<file path="src/sv/ffci_pkg.sv">
// Shared types and constants for the face flux cell integrator.
package ffci_pkg;

   localparam int CellCount = 4096;
   localparam int CellBits  = (CellCount > 1) ? $clog2(CellCount) : 1;
   localparam int SumBits   = 48;
   localparam int FluxBits  = 32;
   localparam int VolBits   = 32;
   localparam int SclBits   = 24;
   localparam int LaneCount = 3;

   localparam logic [1:0] CMD_INTERNAL = 2'd0;
   localparam logic [1:0] CMD_BOUNDARY = 2'd1;
   localparam logic [1:0] CMD_FINISH   = 2'd2;

   typedef struct packed {
      logic [FluxBits-1:0] value;
      logic                sat;
   } lane_result_type;

endpackage

</file>
<file path="src/sv/ffci_lane.sv">
// One lane: sum times scaling divided by volume, one quotient bit a cycle.
module ffci_lane import ffci_pkg::*; (
   input  logic                       clock,
   input  logic                       reset,
   input  logic                       go,
   input  logic [SumBits-1:0]         sum,
   input  logic [SclBits-1:0]         scaling,
   input  logic [VolBits-1:0]         volume,
   output logic                       done,
   output lane_result_type            result
);

   localparam int ProdBits = SumBits + SclBits;
   localparam int CntBits  = $clog2(ProdBits + 2);
   localparam int PartBits = 2 * SclBits;

   typedef enum logic [2:0] {S_IDLE, S_MUL_LO, S_MUL_HI, S_DIV, S_OUT} state_type;

   state_type            state_ff;
   logic [CntBits-1:0]   cnt_ff;
   logic [ProdBits-1:0]  prod_ff;
   logic [ProdBits-1:0]  quo_ff;
   logic [VolBits:0]     rem_ff;
   logic                 neg_ff;
   logic [SumBits-1:0]   mag_a_ff;
   logic [SclBits-1:0]   mag_b_ff;
   logic [VolBits-1:0]   vol_ff;
   logic                 done_ff;
   lane_result_type      result_ff;

   logic [VolBits:0]     rem_sh;
   logic                 fits;
   logic [ProdBits-1:0]  lim;
   logic [SclBits-1:0]   mul_a;
   logic [PartBits-1:0]  part;

   always_comb begin
      rem_sh = {rem_ff[VolBits-1:0], prod_ff[ProdBits-1]};
      fits   = rem_sh >= {1'b0, vol_ff};
      lim    = neg_ff ? ProdBits'(64'h8000_0000) : ProdBits'(64'h7FFF_FFFF);
      // one 24 by 24 multiplier, low half of the sum first, then the high half
      mul_a  = (state_ff == S_MUL_LO) ? mag_a_ff[SclBits-1:0] : mag_a_ff[SumBits-1:SclBits];
      part   = mul_a * mag_b_ff;
   end

   always_ff @(posedge clock) begin
      if (reset) begin
         state_ff <= S_IDLE;
         done_ff  <= 1'b0;
      end else begin
         done_ff <= 1'b0;
         case (state_ff)
            S_IDLE: begin
               if (go) begin
                  neg_ff   <= sum[SumBits-1] ^ scaling[SclBits-1];
                  mag_a_ff <= sum[SumBits-1] ? -sum : sum;
                  mag_b_ff <= scaling[SclBits-1] ? -scaling : scaling;
                  vol_ff   <= volume;
                  state_ff <= S_MUL_LO;
               end
            end
            S_MUL_LO: begin
               prod_ff  <= {{(ProdBits-PartBits){1'b0}}, part};
               state_ff <= S_MUL_HI;
            end
            S_MUL_HI: begin
               prod_ff  <= prod_ff + {part, {SclBits{1'b0}}};
               rem_ff   <= '0;
               quo_ff   <= '0;
               cnt_ff   <= CntBits'(ProdBits);
               state_ff <= S_DIV;
            end
            S_DIV: begin
               // restoring division, one quotient bit per cycle
               rem_ff  <= fits ? rem_sh - {1'b0, vol_ff} : rem_sh;
               quo_ff  <= {quo_ff[ProdBits-2:0], fits};
               prod_ff <= {prod_ff[ProdBits-2:0], 1'b0};
               cnt_ff  <= cnt_ff - 1'b1;
               if (cnt_ff == CntBits'(1)) begin
                  state_ff <= S_OUT;
               end
            end
            S_OUT: begin
               if (quo_ff > lim) begin
                  result_ff.sat   <= 1'b1;
                  result_ff.value <= lim[FluxBits-1:0];
               end else begin
                  result_ff.sat   <= 1'b0;
                  result_ff.value <= neg_ff ? -quo_ff[FluxBits-1:0] : quo_ff[FluxBits-1:0];
               end
               done_ff  <= 1'b1;
               state_ff <= S_IDLE;
            end
            default: state_ff <= S_IDLE;
         endcase
      end
   end

   assign done   = done_ff;
   assign result = result_ff;

endmodule

</file>
<file path="config.mk">
export PLATFORM = sky130hd
export DESIGN_NAME = ffci_lane
export DESIGN_NICKNAME = d
export VERILOG_FILES = /design/src/sv/ffci_pkg.sv /design/src/sv/ffci_lane.sv
export SDC_FILE = /design/constraint.sdc
export NUM_CORES = 2
export LEC_CHECK = 0
export BUFFER_PORTS_ARGS = -buffer_cell sky130_fd_sc_hd__buf_4
export CORE_MARGIN = 2
export CORE_UTILIZATION = 50
export CTS_CLUSTER_SIZE = 24
export DETAILED_ROUTE_END_ITERATION = 12
export PLACE_DENSITY_LB_ADDON = 0.15
export SLEW_MARGIN = 10
export SYNTH_ARGS = -nofsm -noshare
export SYNTH_HDL_FRONTEND = slang
export SYNTH_SLANG_ARGS = --single-unit
</file>
<file path="constraint.sdc">
create_clock -name clock -period 13.8 [get_ports clock]
set_input_delay 0.69 -clock clock [delete_from_list [all_inputs] [get_ports clock]]
set_output_delay 0.69 -clock clock [all_outputs]
set_load 0.01 [all_outputs]
</file>
==> metrics <==
status completed; WP buf/inv 6; startpoint types register; Setup Viol. Count Final 0; die height 280.5 µm; Core Box Area 75820 µm²; io pins 141; post-detail-place hpwl 70050 µm; setup TNS 0 ns; fraction of synthesized cell area in xor and xnor cells 4.055%; number of synthesized flops with an enable pin 321; complex-gate fraction of the synthesized area 10.08%; Max Buffers Root-to-Sink 3; Initial Util 50.42%; first-pass GRT wire length 155500 µm; final wirelength 96630 µm; final count of hold timing violations 0; Worst EP required 14.09 ns; antenna violations before repair 1; total gr overflow 0; critical path arrival 11.61 ns; Warnings, synthesis 0; Final min period 11.32 ns; First-pass DRT Iterations 5; Crit Reg-Reg Endpoint prod_ff[71]; max frequency 0.08837 GHz; Cell Area, Synth 38230 µm²; Hold-fix buffers, CTS 0; CTS HTree Levels 2; FF+latch count, synth 325; max cap viols 0; skew final 0.06423 ns; postcts setup bufs 0; Clock Sinks 325; Cells after Synth 3967; largest family of logic cells by synthesized area adder cells; Mean Syn Cell Area 9.636 µm²; Worst-path clk slew 0.06 ns; Final Cycle Share 82.00%; full die area 78680 µm²; worst-path maximum fanout 28; CTS tree done; Worst-Margin Slew 1.309 ns; pin count of the biggest net entering global routing 99; Synth Flop Type edfxtp_1; share of flip-flops with an asynchronous set or reset 0%; synth cell count leaders inv_1 (619), fa_1 (484), nand2_1 (440); adder-cell share of the synthesized area 34.84%; Synth Net Count 4848; CP delay by family, top adder cells; Final ANT Viol Nets 0; nets 4883; Site Rows 101; post-synth top area share 25.35%; vias in the first global route 28078; area leader, netlist fa_1; reg2reg setup slack 2.48 ns; clock insertion delay at the later pin of the skew report 0.60 ns; CP Class reg -> reg; Port-buffer cells 140; Tot GR Track Use 25.31%; DRC 0; worst hold path startpoint volume[29]; Area growth syn-to-layout 8.480%; Vias/cell 5.567; per-cell routed wire length 19.28 µm; simple-gate share of the synthesized area 16.32%; max incr delay on CP 0.61 ns; share of layout cells above drive strength 1 7.091%; CP endpoint kind register; Hold EP vol_ff[29]; post-synthesis sequential area ratio 25.42%; top cells by area, synth fa_1 (25%), edfxtp_1 (25%), ha_1 (9.5%); Hold WC Path Type in -> reg; routability cong. 0.9144; Yosys cell types 68; worst r2r src state_ff[0]; FF-to-FF path depth 39; TritonCTS buffer count 40; post-synthesis mux area share 1.443%; Initial DRC Count 1775; root buf cell clkbuf_16; RSZ-0062 raised after global routing no; Hold Path Stages 1; die span in x 280.5 µm; slew margin rel. 12.75%; most used cell, CP fa_1; CP max-delay cell mux2_2; Slew Viols, Final 0; most common cell in the netlist inv_1; via count 27897; post-cts gate resize count 0; # diodes 0
placed cells by master, fill, tap and decap left out, types with 22 or more instances in the layout:
cell and count:
nand2b_1 22, and2_1 358, xnor2_1 138, buf_4 169, nor3_1 48, nand4_1 25, inv_1 619, clkbuf_16 40
a21oi_1 157, mux2i_1 27, nand2_1 439, nor2_1 188, ha_1 290, o22ai_1 29, fa_1 484, xor2_1 39
edfxtp_1 321, o31ai_1 31, o21ai_0 131, a21o_1 93, mux2_2 25, nand3_1 30, a22o_1 22
per-layer routing:
metal  vias up  global-route usage (%)  routed length [µm]
met5         -                       0                  13
met4         2                   8.117                3379
met3       157                   3.456                5357
met2       736                   40.30               44410
met1     13934                   35.85               43470
li1      13068                       -                   -
sequential cells by signal, summed over array words and instances, names as in the netlist:
name and cells:
state_ff 3, done 1, vol_ff 32, result 33
neg_ff 1, cnt_ff 7, mag_b_ff 24, prod_ff 72
rem_ff 32, mag_a_ff 48, quo_ff 72
worst reg2reg max path, delay by kind of cell (launching register included):
kind	cells	cell delay, ns
adders and majority gates	9	4.21
AOI/OAI and AO/OA	15	3.41
and+or+nand+nor	6	1.31
buffers and inverters	6	0.81
muxes	1	0.61
xor gates and xnor gates	2	0.33
DFF	1	0.31
kinds of logic after synthesis:
kind of cell    count (synthesis)
simple gates                 1248
buf+inv                       795
fa+ha+maj                     774
compound gates                596
flops                         325
xor+xnor                      177
mux                            52
per-stage QoR:
step           instances  worst slack (ns)  area, µm²  hold slack, ns  util, %
2_1_floorplan       3967             3.648      38230          0.4836        -
5_1_grt             5011             1.816      41470          0.2536    54.69
4_1_cts             5011             2.057      41460          0.2539    54.69
6_report            5011             2.484      41470          0.2861    54.69
3_3_place_gp        4938             2.224      40100          0.5020    52.89
3_5_place_dp        4938             2.105      40100          0.5008    52.89
layout make-up:
type                            count  area (µm²)
Fill cell                        6860       34350
Multi-Input combinational cell   2847       25570
Sequential cell                   325        9719
Inverter                          619        2323
Timing Repair Buffer              169        1269
Tap cell                          978        1224
Clock buffer                       53        1060
Clock inverter                     20       305.3
worst max path at each step:
stage	startpoint	endpoint	slack, ns	cells past startpoint
finish	state_ff[0]	prod_ff[71]	2.48	39
global route	state_ff[0]	prod_ff[69]	1.82	41
CTS	state_ff[0]	prod_ff[71]	2.06	39
detailed placement	state_ff[0]	prod_ff[71]	2.10	39
global placement	state_ff[0]	prod_ff[71]	2.22	39
floorplan	state_ff[0]	prod_ff[71]	3.65	42
Power is left out: the tool's default activity adds up to more than one toggle a clock period on the data nets, which glitch-free logic cannot reach.
