`config.mk`:
```
export PLATFORM = sky130hd
export DESIGN_NAME = ffci_ram
export DESIGN_NICKNAME = d
export VERILOG_FILES = /design/src/sv/ffci_ram.sv
export SDC_FILE = /design/constraint.sdc
export NUM_CORES = 1
export LEC_CHECK = 0
export ABC_AREA = 1
export BUFFER_PORTS_ARGS = -buffer_cell sky130_fd_sc_hd__buf_2
export CELL_PAD_IN_SITES_DETAIL_PLACEMENT = 1
export CELL_PAD_IN_SITES_GLOBAL_PLACEMENT = 2
export CORE_MARGIN = 3
export CORE_UTILIZATION = 42
export CTS_BUF_LIST = sky130_fd_sc_hd__clkbuf_4 sky130_fd_sc_hd__clkbuf_8
export DETAILED_ROUTE_END_ITERATION = 6
export GPL_TIMING_DRIVEN = 0
export PLACE_DENSITY = 0.84
export SYNTH_ARGS = -nofsm -noshare
export SYNTH_HDL_FRONTEND = slang
export SYNTH_SLANG_ARGS = --single-unit
```
`constraint.sdc`:
```
create_clock -name clock -period 1.75 [get_ports clock]
set_clock_uncertainty 0.1 [all_clocks]
set_input_delay 0.0875 -clock clock [delete_from_list [all_inputs] [get_ports clock]]
set_output_delay 0.0875 -clock clock [all_outputs]
set_load 0.1 [all_outputs]
```
`src/sv/ffci_ram.sv`:
```
// Generic single-port RAM with registered read.
module ffci_ram #(
   parameter int Width = 8,
   parameter int Depth = 16
) (
   input  logic                     clock,
   input  logic                     wr_en,
   input  logic [$clog2(Depth)-1:0] addr,
   input  logic [Width-1:0]         wr_data,
   output logic [Width-1:0]         rd_data
);

   logic [Width-1:0] mem [Depth];

   always_ff @(posedge clock) begin
      if (wr_en) begin
         mem[addr] <= wr_data;
      end
      rd_data <= mem[addr];
   end

endmodule

```
==> results.txt, run 1 <==
----------------------------------------------------
[Cells and area]
  Area of the multi-input gates ... 0.00141 sq mm
  Most frequent standard cell in the layout excluding fill and tap cells ... sky130_fd_sc_hd__nand2_1
  Layout area overhead ... 14.7%
  Filler cell count ... 1441
  Post-route insts no fill ... 779
  Most used cells in the layout excluding fill and tap cells ... sky130_fd_sc_hd__nand2_1, sky130_fd_sc_hd__edfxtp_1, sky130_fd_sc_hd__buf_2
  Storage cell area ... 0.00400 sq mm
  Cell area after layout ... 0.00641 sq mm
  Fraction of layout cells with a size suffix above 1 ... 12.2%
  Final layout net count ... 609
  Total inserted antenna cells ... 0

[Clock network]
  Clock root buffer ... sky130_fd_sc_hd__clkbuf_8
  CTS tree ... yes
  Clock latency on the worst-skew pair ... 440 ps
  Sinks on Clock Net ... 136
  Clock transition at the registers of the reported paths ... 70 ps
  Number of setup buffers added after CTS ... 0
  Number of CTS-inserted buffers ... 17
  Max H-tree Level ... 4
  Clk buf depth ... 2

[Detailed routing]
  Total via count after detailed routing ... 3857
  Detail Route Antenna Nets ... 0
  Pre-Repair DR Iteration Count ... 4
  Uppermost metal layer occupied by signal nets ... met4
  Met3 wire len ... 450 um
  Wl on met1 ... 6630 um
  Initial drt markers ... 167
  Final routed wire length divided by cell count ... 18.7 um
  Via/cell ratio ... 4.95
  DR WL met2 ... 7170 um
  DRC viols ... 0
  WL final ... 14600 um

[Floorplan]
  Chip Width ... 121 um
  Die area ... 0.0147 sq mm
  Standard cell core area ... 0.0128 sq mm
  Initial Util ... 43.6%
  Top-level port count ... 22
  # rows ... 41
  Chip height ... 121 um

[Timing]
  Min Tclk post-route ... 1770 ps
  Final setup vio count ... 8
  Setup tns final ... -142 ps
  Slew Limit Headroom ... 44.9%
  Share of the cycle needed by the critical path after routing ... 101%
  Final Worst Setup Slack ... -21.1 ps
  Slew at the pin closest to its max-slew limit ... 823 ps
  Unrepaired setup endpoints after global routing ... true
  Final Hold Fails ... 0
  Total count of max-transition violations in the final report ... 0
  Highest clock frequency the design can meet ... 0.565 GHz

[Power and ir drop]
  Internal power contribution ... 0.00532 W
  Clock Power Share ... 38.5%
  Logic gate share of total power ... 9.2%
  Leakage power total ... 2.74 nW
  Power density over the cells ... 1090 mW/mm^2
  Net switching share of the total power ... 23.9%
  Part of the total power dissipated in sequential elements ... 52.3%
  Worst IR Drop VDD ... 463 uV
  Net switching power of the design ... 0.00167 W
  Power consumption ... 0.00699 W

[Critical path]
  Worst Reg2Reg Path Length in Cells ... 8
  Highest fanout seen on the critical path ... 10
  Startpoint of the lowest-slack register-to-register path ... mem[7][2]$_DFFE_PP_
  Crit path from ... addr[1]
  Critical path start-end classification ... input pin to flop
  Kind of start point of the critical path ... input pin
  Critical Path RT ... 1720 ps
  Data arrival time at the worst-slack endpoint ... 1740 ps
  Kind of capture point of the worst setup path ... flop
  Reg2Reg Capture Point ... rd_data[2]$_DFF_P_
  Worst setup slack for register-to-register paths ... 520 ps

[Place]
  Post-placement cell count ... 740
  Half-perimeter wire length after detailed placement ... 9750 um
  Gpl congestion ... 0.813
  Cell area after placement ... 0.00591 sq mm
  Count of input and output buffers ... 20
  Placement-stage worst setup slack ... -568 ps

[Worst hold path]
  Hold Path Stages ... 6
  Tightest Hold Check Type ... input pin to flop
  Worst hold path startpoint ... addr[2]
  Endpoint, Worst Hold ... rd_data[0]$_DFF_P_

[GRT]
  Tot GR Track Use ... 21.1%
  Wire length of the first global-routing pass ... 22400 um
  Residual overflow from global routing ... 0
  Number of antenna violations at the first check in global routing ... 0
  Pin count of the biggest net entering global routing ... 17
  Number of global-route vias before repair ... 4095

[Synth]
  Synthesized Nets ... 562
  Post-Synthesis Mean Instance Area ... 10.2 sq um
  Sequential element share of the synthesized area ... 71.6%
  Area of the mapped netlist ... 0.00559 sq mm
  Yosys reg bits ... 136
  Number of standard cells after synthesis ... 548
  Unique cell type count in the Yosys netlist ... 11
  Synthesis Warnings ... 0

[Outcome]
  Violated checks ... negative setup slack
  Run status ... complete, but fails checks

[Run]
  Number of maximum-capacitance violations ... 0

----------------------------------------------------
## cell type report
cell class / instances / area share (%)
clock inverter: 12 / 2.46
buffer: 21 / 1.81
timing repair buffer: 28 / 2.81
multi-input combinational: 368 / 21.9
tap: 172 / 3.35
clock buffer: 19 / 3.88
inverter: 23 / 1.35
sequential: 136 / 62.4
## synth_stat cells
library cell / number / area (sq um)
sky130_fd_sc_hd__nand2_1: 346 / 1300
sky130_fd_sc_hd__edfxtp_1: 128 / 3840
sky130_fd_sc_hd__inv_1: 21 / 78.8
sky130_fd_sc_hd__nor2_1: 18 / 67.6
sky130_fd_sc_hd__buf_2: 12 / 60.1
sky130_fd_sc_hd__dfxtp_1: 8 / 160
sky130_fd_sc_hd__buf_4: 6 / 45.0
sky130_fd_sc_hd__nand3_1: 4 / 20.0
sky130_fd_sc_hd__clkbuf_1: 3 / 11.3
sky130_fd_sc_hd__clkinv_1: 1 / 3.75
sky130_fd_sc_hd__inv_2: 1 / 3.75
## stage by stage
step	hold WS, ps	util, %
6_report	128	50.0
5_1_grt	139	50.0
4_1_cts	67.4	49.9
3_5_place_dp	442	46.1
3_3_place_gp	419	46.1
2_1_floorplan	86.4	-
## state kept, by name, summed over array words and instances, names as in the netlist
| signal | cells |
|---|---|
| mem | 128 |
| rd_data | 8 |
## worst max path at each step
stage	end	slack (ps)	cells after the start
6_report	mem[10][4]$_DFFE_PP_	-20	4
5_1_grt	mem[10][4]$_DFFE_PP_	-110	4
4_1_cts	mem[3][3]$_DFFE_PP_	30	4
3_5_place_dp	mem[11][2]$_DFFE_PP_	-570	4
3_3_place_gp	mem[11][1]$_DFFE_PP_	-440	4
2_1_floorplan	mem[3][0]$_DFFE_PP_	190	4
## power groups by stage
stage	registers (W)	logic (W)	clock network, W
floorplan	0.00389	0.000251	0
global placement	0.00373	0.000609	0
detailed placement	0.00373	0.000624	0
CTS	0.00366	0.000640	0.00275
global route	0.00366	0.000701	0.00286
finish	0.00366	0.000640	0.00269
## cells by family (layout without fill, tap and decap cells)
| group | Yosys count | in the layout | synth area share [%] |
|---|---|---|---|
| AND/OR/NAND/NOR | 368 | 368 | 24.8 |
| flip-flops | 136 | 136 | 71.6 |
| buffers and inverters | 44 | 103 | 3.62 |
## critical path, cell delays in order
cell and delay [ps]:
sky130_fd_sc_hd__buf_2 210, sky130_fd_sc_hd__clkbuf_1 430, sky130_fd_sc_hd__nand3_1 310, sky130_fd_sc_hd__nor2_1 710
## layer usage
layer	GRT usage, %	vias up
met3	4.01	26
met4	8.05	0
li1	-	1841
met5	0	-
met1	27.3	1921
met2	35.2	69
## repair_timing
action,4_1_cts,5_1_grt
hold buffers,8,0
endpoints found under the setup margin,8,73
hold endpoints to repair,128,0
resized for setup,1,7
Note: power is estimated with default switching activity, not from simulation.
==> inputs of run 2 (changes only) <==
--- a/config.mk
+++ b/config.mk
@@ -14,7 +14,8 @@
 export CTS_BUF_LIST = sky130_fd_sc_hd__clkbuf_4 sky130_fd_sc_hd__clkbuf_8
 export DETAILED_ROUTE_END_ITERATION = 6
 export GPL_TIMING_DRIVEN = 0
-export PLACE_DENSITY = 0.84
+export PLACE_DENSITY = 0.83
 export SYNTH_ARGS = -nofsm -noshare
 export SYNTH_HDL_FRONTEND = slang
 export SYNTH_SLANG_ARGS = --single-unit
+export TNS_END_PERCENT = 10
==> run 2 against run 1 <==
The flow now finishes without violations. Non-clock buffer count stayed put. Die area stayed put. Global-route usage is 0.23 points higher. Count of clock-buffer cells in the layout is 1 lower. Critical path depth stayed put. Sequential share of layout area is 0.29 points lower. Design area is 0.47% higher. Core utilization is 0.23 points higher. Worst hold slack better by 8.6 ps.
==> results.txt, run 2 (synthesis results as in run 1) <==
----------------------------------------------------
[Place]
  Half-perimeter wire length after detailed placement ... 9470 um
  Gpl congestion ... 0.795
  Post-placement cell count ... 740
  Count of input and output buffers ... 20
  Placement-stage worst setup slack ... -579 ps

[Timing]
  Setup tns final ... 0 ps
  Final Worst Setup Slack ... 41.7 ps
  Slew at the pin closest to its max-slew limit ... 718 ps
  Final hold slack ... 136 ps
  Total count of max-transition violations in the final report ... 0
  Slew Limit Headroom ... 51.9%
  Share of the cycle needed by the critical path after routing ... 97.6%
  Final Hold Fails ... 0
  Final setup vio count ... 0
  Highest clock frequency the design can meet ... 0.585 GHz
  Min Tclk post-route ... 1710 ps
  Unrepaired setup endpoints after global routing ... true

[Critical path]
  Slowest-stage cell, CP ... sky130_fd_sc_hd__nor2_2
  Critical path depth in cells ... 4
  Delay of the slowest cell on the worst path ... 540 ps
  Kind of capture point of the worst setup path ... flop
  Crit path from ... addr[1]
  Worst Reg2Reg Path Length in Cells ... 8
  Kind of start point of the critical path ... input pin
  Worst setup slack for register-to-register paths ... 590 ps
  Data arrival time at the worst-slack endpoint ... 1700 ps
  Critical Path End ... mem[2][4]$_DFFE_PP_
  Critical Path RT ... 1740 ps
  Reg2Reg Capture Point ... rd_data[3]$_DFF_P_
  Combined buffer and inverter count along the critical path ... 2
  Startpoint of the lowest-slack register-to-register path ... mem[14][3]$_DFFE_PP_
  Highest fanout seen on the critical path ... 10
  Critical path start-end classification ... input pin to flop
  Cell type group with the largest total delay on the critical path ... simple AND/OR/NAND/NOR gates
  Cells along the critical path ... buf_2 > clkbuf_1 > nand3_1 > nor2_2

[Clock network]
  Clk buf depth ... 2
  Clock transition at the registers of the reported paths ... 70 ps
  Number of CTS-inserted buffers ... 17
  Clock root buffer ... sky130_fd_sc_hd__clkbuf_8
  CTS tree ... yes
  Clock latency on the worst-skew pair ... 450 ps
  Sinks on Clock Net ... 136
  Number of setup buffers added after CTS ... 0
  Max H-tree Level ... 4

[GRT]
  Tot GR Track Use ... 21.3%
  Wire length of the first global-routing pass ... 22500 um
  Residual overflow from global routing ... 0
  Number of global-route vias before repair ... 4009
  Number of antenna violations at the first check in global routing ... 1
  Pin count of the biggest net entering global routing ... 17

[Detailed routing]
  WL final ... 14600 um
  DRC viols ... 0
  Final routed wire length divided by cell count ... 18.8 um
  Total via count after detailed routing ... 3806
  Detail Route Antenna Nets ... 0
  Via/cell ratio ... 4.89
  Pre-Repair DR Iteration Count ... 5
  Initial drt markers ... 276

[Cells and area]
  Final layout net count ... 609
  Total inserted antenna cells ... 0
  Most frequent standard cell in the layout excluding fill and tap cells ... sky130_fd_sc_hd__nand2_1
  Top flop regs ... mem: 128 flops, rd_data: 8 flops
  Post-layout util ... 50.3%
  Post-route insts no fill ... 779
  Largest register FFs ... 128
  Layout area overhead ... 15.2%
  Fraction of layout cells with a size suffix above 1 ... 13.7%
  Most used cells in the layout excluding fill and tap cells ... sky130_fd_sc_hd__nand2_1, sky130_fd_sc_hd__edfxtp_1, sky130_fd_sc_hd__buf_2
  Reg with most FFs ... mem

[Power and ir drop]
  Worst IR Drop VDD ... 833 uV
  Leakage power total ... 2.73 nW
  Power density over the cells ... 1100 mW/mm^2

[Floorplan]
  # rows ... 41
  Standard cell core area ... 0.0128 sq mm
  Chip Width ... 121 um
  Chip height ... 121 um
  Top-level port count ... 22
  Die area ... 0.0147 sq mm
  Initial Util ... 43.6%

[Run]
  Number of maximum-capacitance violations ... 0

[Worst hold path]
  Tightest Hold Check Type ... input pin to flop

[Outcome]
  Run status ... finished clean

----------------------------------------------------
## run 2: cell types whose count changed in the layout (fill, tap and decap cells not counted)
cell,change
sky130_fd_sc_hd__nor2_2,+6
sky130_fd_sc_hd__clkinv_4,+1
sky130_fd_sc_hd__nor2_1,-6
sky130_fd_sc_hd__clkinv_1,-3
sky130_fd_sc_hd__clkinv_2,-1
sky130_fd_sc_hd__clkbuf_4,-1
sky130_fd_sc_hd__clkinvlp_4,+4
## run 2: stage by stage
step | total power (W) | area [sq um]
floorplan | 0.00414 | 5590
finish | 0.00707 | 6440
global placement | 0.00434 | 5910
detailed placement | 0.00435 | 5910
CTS | 0.00711 | 6410
global route | 0.00733 | 6440
## run 2: worst min-delay path by stage
stage	startpoint	endpoint	slack, ps	cells past startpoint
finish	addr[2]	rd_data[7]$_DFF_P_	140	6
global route	addr[2]	rd_data[2]$_DFF_P_	170	6
CTS	addr[2]	rd_data[7]$_DFF_P_	100	6
detailed placement	wr_data[0]	mem[1][0]$_DFFE_PP_	440	1
global placement	wr_data[0]	mem[1][0]$_DFFE_PP_	430	1
floorplan	wr_data[0]	mem[0][0]$_DFFE_PP_	90	0
## run 2: final cells by class
| class | count | area (sq um) |
|---|---|---|
| buffer | 21 | 116 |
| clock buffer | 18 | 241 |
| clock inverter | 13 | 180 |
| fill | 1431 | 6380 |
| inverter | 23 | 86.3 |
| multi-input combinational | 368 | 1420 |
| sequential | 136 | 4000 |
| tap | 172 | 215 |
| timing repair buffer | 28 | 180 |
## run 2: tightest hold or removal path: stages
cell	delay, ps
sky130_fd_sc_hd__buf_2	120
sky130_fd_sc_hd__nor2_1	170
sky130_fd_sc_hd__nand2_1	110
sky130_fd_sc_hd__nand2_1	50
sky130_fd_sc_hd__inv_1	50
sky130_fd_sc_hd__nand2_1	50
## run 2: routing by layer
layer  up-vias  global-route usage [%]  share of wire [%]
met5         -                       0                  0
met4         0                    7.49                1.5
met3        16                    4.20                3.8
met2        79                    34.8                 48
met1      1868                    28.5                 46
li1       1843                       -                  -
## run 2: where the power goes
part | internal, W | switching, W
Sequential | 0.00364 | 0.0000189
Combinational | 0.000137 | 0.000502
Clock | 0.00155 | 0.00122
## run 2: what timing repair did
action                                  in CTS  in global routing
endpoints found under the setup margin      24                 96
hold endpoints to repair                   128                  0
hold buffers                                 8                  0
gates resized for setup                      2                 12
==> inputs of run 3 (changes only) <==
--- a/config.mk
+++ b/config.mk
@@ -9,12 +9,12 @@
 export BUFFER_PORTS_ARGS = -buffer_cell sky130_fd_sc_hd__buf_2
 export CELL_PAD_IN_SITES_DETAIL_PLACEMENT = 1
 export CELL_PAD_IN_SITES_GLOBAL_PLACEMENT = 2
-export CORE_MARGIN = 3
-export CORE_UTILIZATION = 42
+export CORE_MARGIN = 2
+export CORE_UTILIZATION = 45
 export CTS_BUF_LIST = sky130_fd_sc_hd__clkbuf_4 sky130_fd_sc_hd__clkbuf_8
 export DETAILED_ROUTE_END_ITERATION = 6
 export GPL_TIMING_DRIVEN = 0
-export PLACE_DENSITY = 0.83
+export PLACE_DENSITY = 0.88
 export SYNTH_ARGS = -nofsm -noshare
 export SYNTH_HDL_FRONTEND = slang
 export SYNTH_SLANG_ARGS = --single-unit
==> constraint.sdc (replaced) <==
create_clock -name clock -period 2.1 [get_ports clock]
set_clock_uncertainty 0.1 [all_clocks]
set_input_delay 0.105 -clock clock [delete_from_list [all_inputs] [get_ports clock]]
set_output_delay 0.105 -clock clock [all_outputs]
set_load 0.1 [all_outputs]
==> run 3 against run 2 <==
Sequential cell count stayed put. Critical endpoint is now mem[11][4]$_DFFE_PP_. Setup slack better by 270 ps. Critical path type unchanged. Combinational power shrank 18%. Design area shrank 0.52%. Die area fell by 9.5%. Power fell by 16%. First-iteration DRC count down 34%. Clock power is 15% lower. Critical path depth did not move. Global-route usage increased by 2.3 points. Sequential power decreased by 17%. Count of clock-buffer cells in the layout unchanged.
==> results.txt, run 3 (synthesis results as in run 1) <==
----------------------------------------------------
[GRT]
  Wire length of the first global-routing pass ... 22200 um
  Residual overflow from global routing ... 0
  Tot GR Track Use ... 23.6%
  Number of global-route vias before repair ... 3963
  Pin count of the biggest net entering global routing ... 17
  Number of antenna violations at the first check in global routing ... 0

[Place]
  Half-perimeter wire length after detailed placement ... 9490 um
  Post-placement cell count ... 736
  Gpl congestion ... 0.773
  Placement-stage worst setup slack ... -148 ps
  Count of input and output buffers ... 20
  Cell area after placement ... 0.00590 sq mm

[Floorplan]
  Initial Util ... 46.4%
  Standard cell core area ... 0.0121 sq mm
  Die area ... 0.0133 sq mm
  # rows ... 40
  Top-level port count ... 22
  Chip height ... 115 um
  Chip Width ... 115 um

[Cells and area]
  Largest register FFs ... 128
  Layout area overhead ... 14.6%
  Area of the multi-input gates ... 0.00139 sq mm
  Final layout net count ... 608
  Fraction of layout cells with a size suffix above 1 ... 11.7%
  Post-route insts no fill ... 775
  Most used cells in the layout excluding fill and tap cells ... sky130_fd_sc_hd__nand2_1, sky130_fd_sc_hd__edfxtp_1, sky130_fd_sc_hd__buf_2
  Most frequent standard cell in the layout excluding fill and tap cells ... sky130_fd_sc_hd__nand2_1
  Filler cell count ... 1353
  Reg with most FFs ... mem
  Total inserted antenna cells ... 0
  Post-layout util ... 53.2%
  Storage cell area ... 0.00400 sq mm
  Cell area after layout ... 0.00641 sq mm
  Top flop regs ... mem: 128 flops, rd_data: 8 flops

[Detailed routing]
  Pre-Repair DR Iteration Count ... 4
  DRC viols ... 0
  Via/cell ratio ... 4.89
  WL final ... 14200 um
  Detail Route Antenna Nets ... 0
  Total via count after detailed routing ... 3793
  Final routed wire length divided by cell count ... 18.3 um
  Initial drt markers ... 182

[Outcome]
  Run status ... finished clean

[Critical path]
  Worst Reg2Reg Path Length in Cells ... 8
  Delay of the slowest cell on the worst path ... 720 ps
  Cells along the critical path ... buf_2 > clkbuf_1 > nand3_1 > nor2_1
  Data arrival time at the worst-slack endpoint ... 1770 ps
  Kind of start point of the critical path ... input pin
  Slowest-stage cell, CP ... sky130_fd_sc_hd__nor2_1
  Critical path start-end classification ... input pin to flop
  Worst setup slack for register-to-register paths ... 920 ps
  Highest fanout seen on the critical path ... 10
  Kind of capture point of the worst setup path ... flop
  Crit path from ... addr[1]
  Startpoint of the lowest-slack register-to-register path ... mem[6][6]$_DFFE_PP_
  Critical Path RT ... 2080 ps
  Critical Path End ... mem[11][4]$_DFFE_PP_
  Reg2Reg Capture Point ... rd_data[6]$_DFF_P_

[Power and ir drop]
  Leakage power total ... 2.73 nW
  Worst IR Drop VDD ... 511 uV
  Power density over the cells ... 925 mW/mm^2

[Clock network]
  Max H-tree Level ... 4
  Number of setup buffers added after CTS ... 0
  Clock latency on the worst-skew pair ... 460 ps
  Sinks on Clock Net ... 136
  Resize count post-CTS ... 0
  CTS tree ... yes
  Clk buf depth ... 2
  Clock root buffer ... sky130_fd_sc_hd__clkbuf_8
  Number of CTS-inserted buffers ... 17
  Clock transition at the registers of the reported paths ... 80 ps

[Timing]
  Final Hold Fails ... 0
  Min Tclk post-route ... 1790 ps
  Final setup vio count ... 0
  Slew at the pin closest to its max-slew limit ... 830 ps
  Slew Limit Headroom ... 44.5%
  Unrepaired setup endpoints after global routing ... false
  Final Worst Setup Slack ... 314 ps
  Share of the cycle needed by the critical path after routing ... 85.1%
  Highest clock frequency the design can meet ... 0.560 GHz
  Total count of max-transition violations in the final report ... 0
  Final hold slack ... 25.9 ps

[Run]
  Number of maximum-capacitance violations ... 0

[Worst hold path]
  Tightest Hold Check Type ... input pin to flop

----------------------------------------------------
-- run 3: repair_timing --
item | in CTS | in global routing
endpoints found under the setup margin | 0 | 0
hold buffers | 7 | 0
endpoints found under the hold margin | 89 | 0
-- run 3: how the worst min path moves through the flow --
stage / endpoint / slack [ps] / cells past startpoint / start
6_report: mem[2][0]$_DFFE_PP_ / 30 / 1 / wr_data[0]
5_1_grt: mem[15][0]$_DFFE_PP_ / 20 / 1 / wr_data[0]
4_1_cts: mem[10][0]$_DFFE_PP_ / 9 / 1 / wr_data[0]
3_5_place_dp: mem[1][5]$_DFFE_PP_ / 450 / 1 / wr_data[5]
3_3_place_gp: mem[1][5]$_DFFE_PP_ / 440 / 1 / wr_data[5]
2_1_floorplan: mem[0][0]$_DFFE_PP_ / 100 / 0 / wr_data[0]
-- run 3: through the flow --
stage	power, W	TNS (ps)
after floorplan	0.00345	0
after global placement	0.00361	-3460
final	0.00593	0
after global routing	0.00614	0
after CTS	0.00597	0
after detailed placement	0.00363	-7250
-- run 3: power breakdown --
part	switching [W]	internal [W]	total, W	leakage, nW
clock	0.00105	0.00131	0.00236	0.202
sequential	0.0000170	0.00303	0.00305	1.22
combinational	0.000413	0.000112	0.000525	1.31
-- run 3: layout make-up --
cell class | instances | share of cell area [%]
clock inverter | 14 | 3.06
tap | 168 | 3.28
multi-input combinational | 368 | 21.6
sequential | 136 | 62.5
clock buffer | 18 | 3.77
timing repair buffer | 27 | 2.65
inverter | 23 | 1.35
buffer | 21 | 1.81
-- run 3: worst max-delay path, delay by kind of cell --
kind / cells / cell delay [ps]
buf+inv: 2 / 610
simple gates: 2 / 1050
-- run 3: layer usage --
| metal | routed length (um) | share of wire [%] | global-route usage (%) |
|---|---|---|---|
| met5 | 0 | 0 | 0 |
| met1 | 6190 | 44 | 31.1 |
| met3 | 563 | 4.0 | 5.28 |
| met4 | 238 | 1.7 | 7.31 |
| met2 | 7180 | 51 | 39.2 |
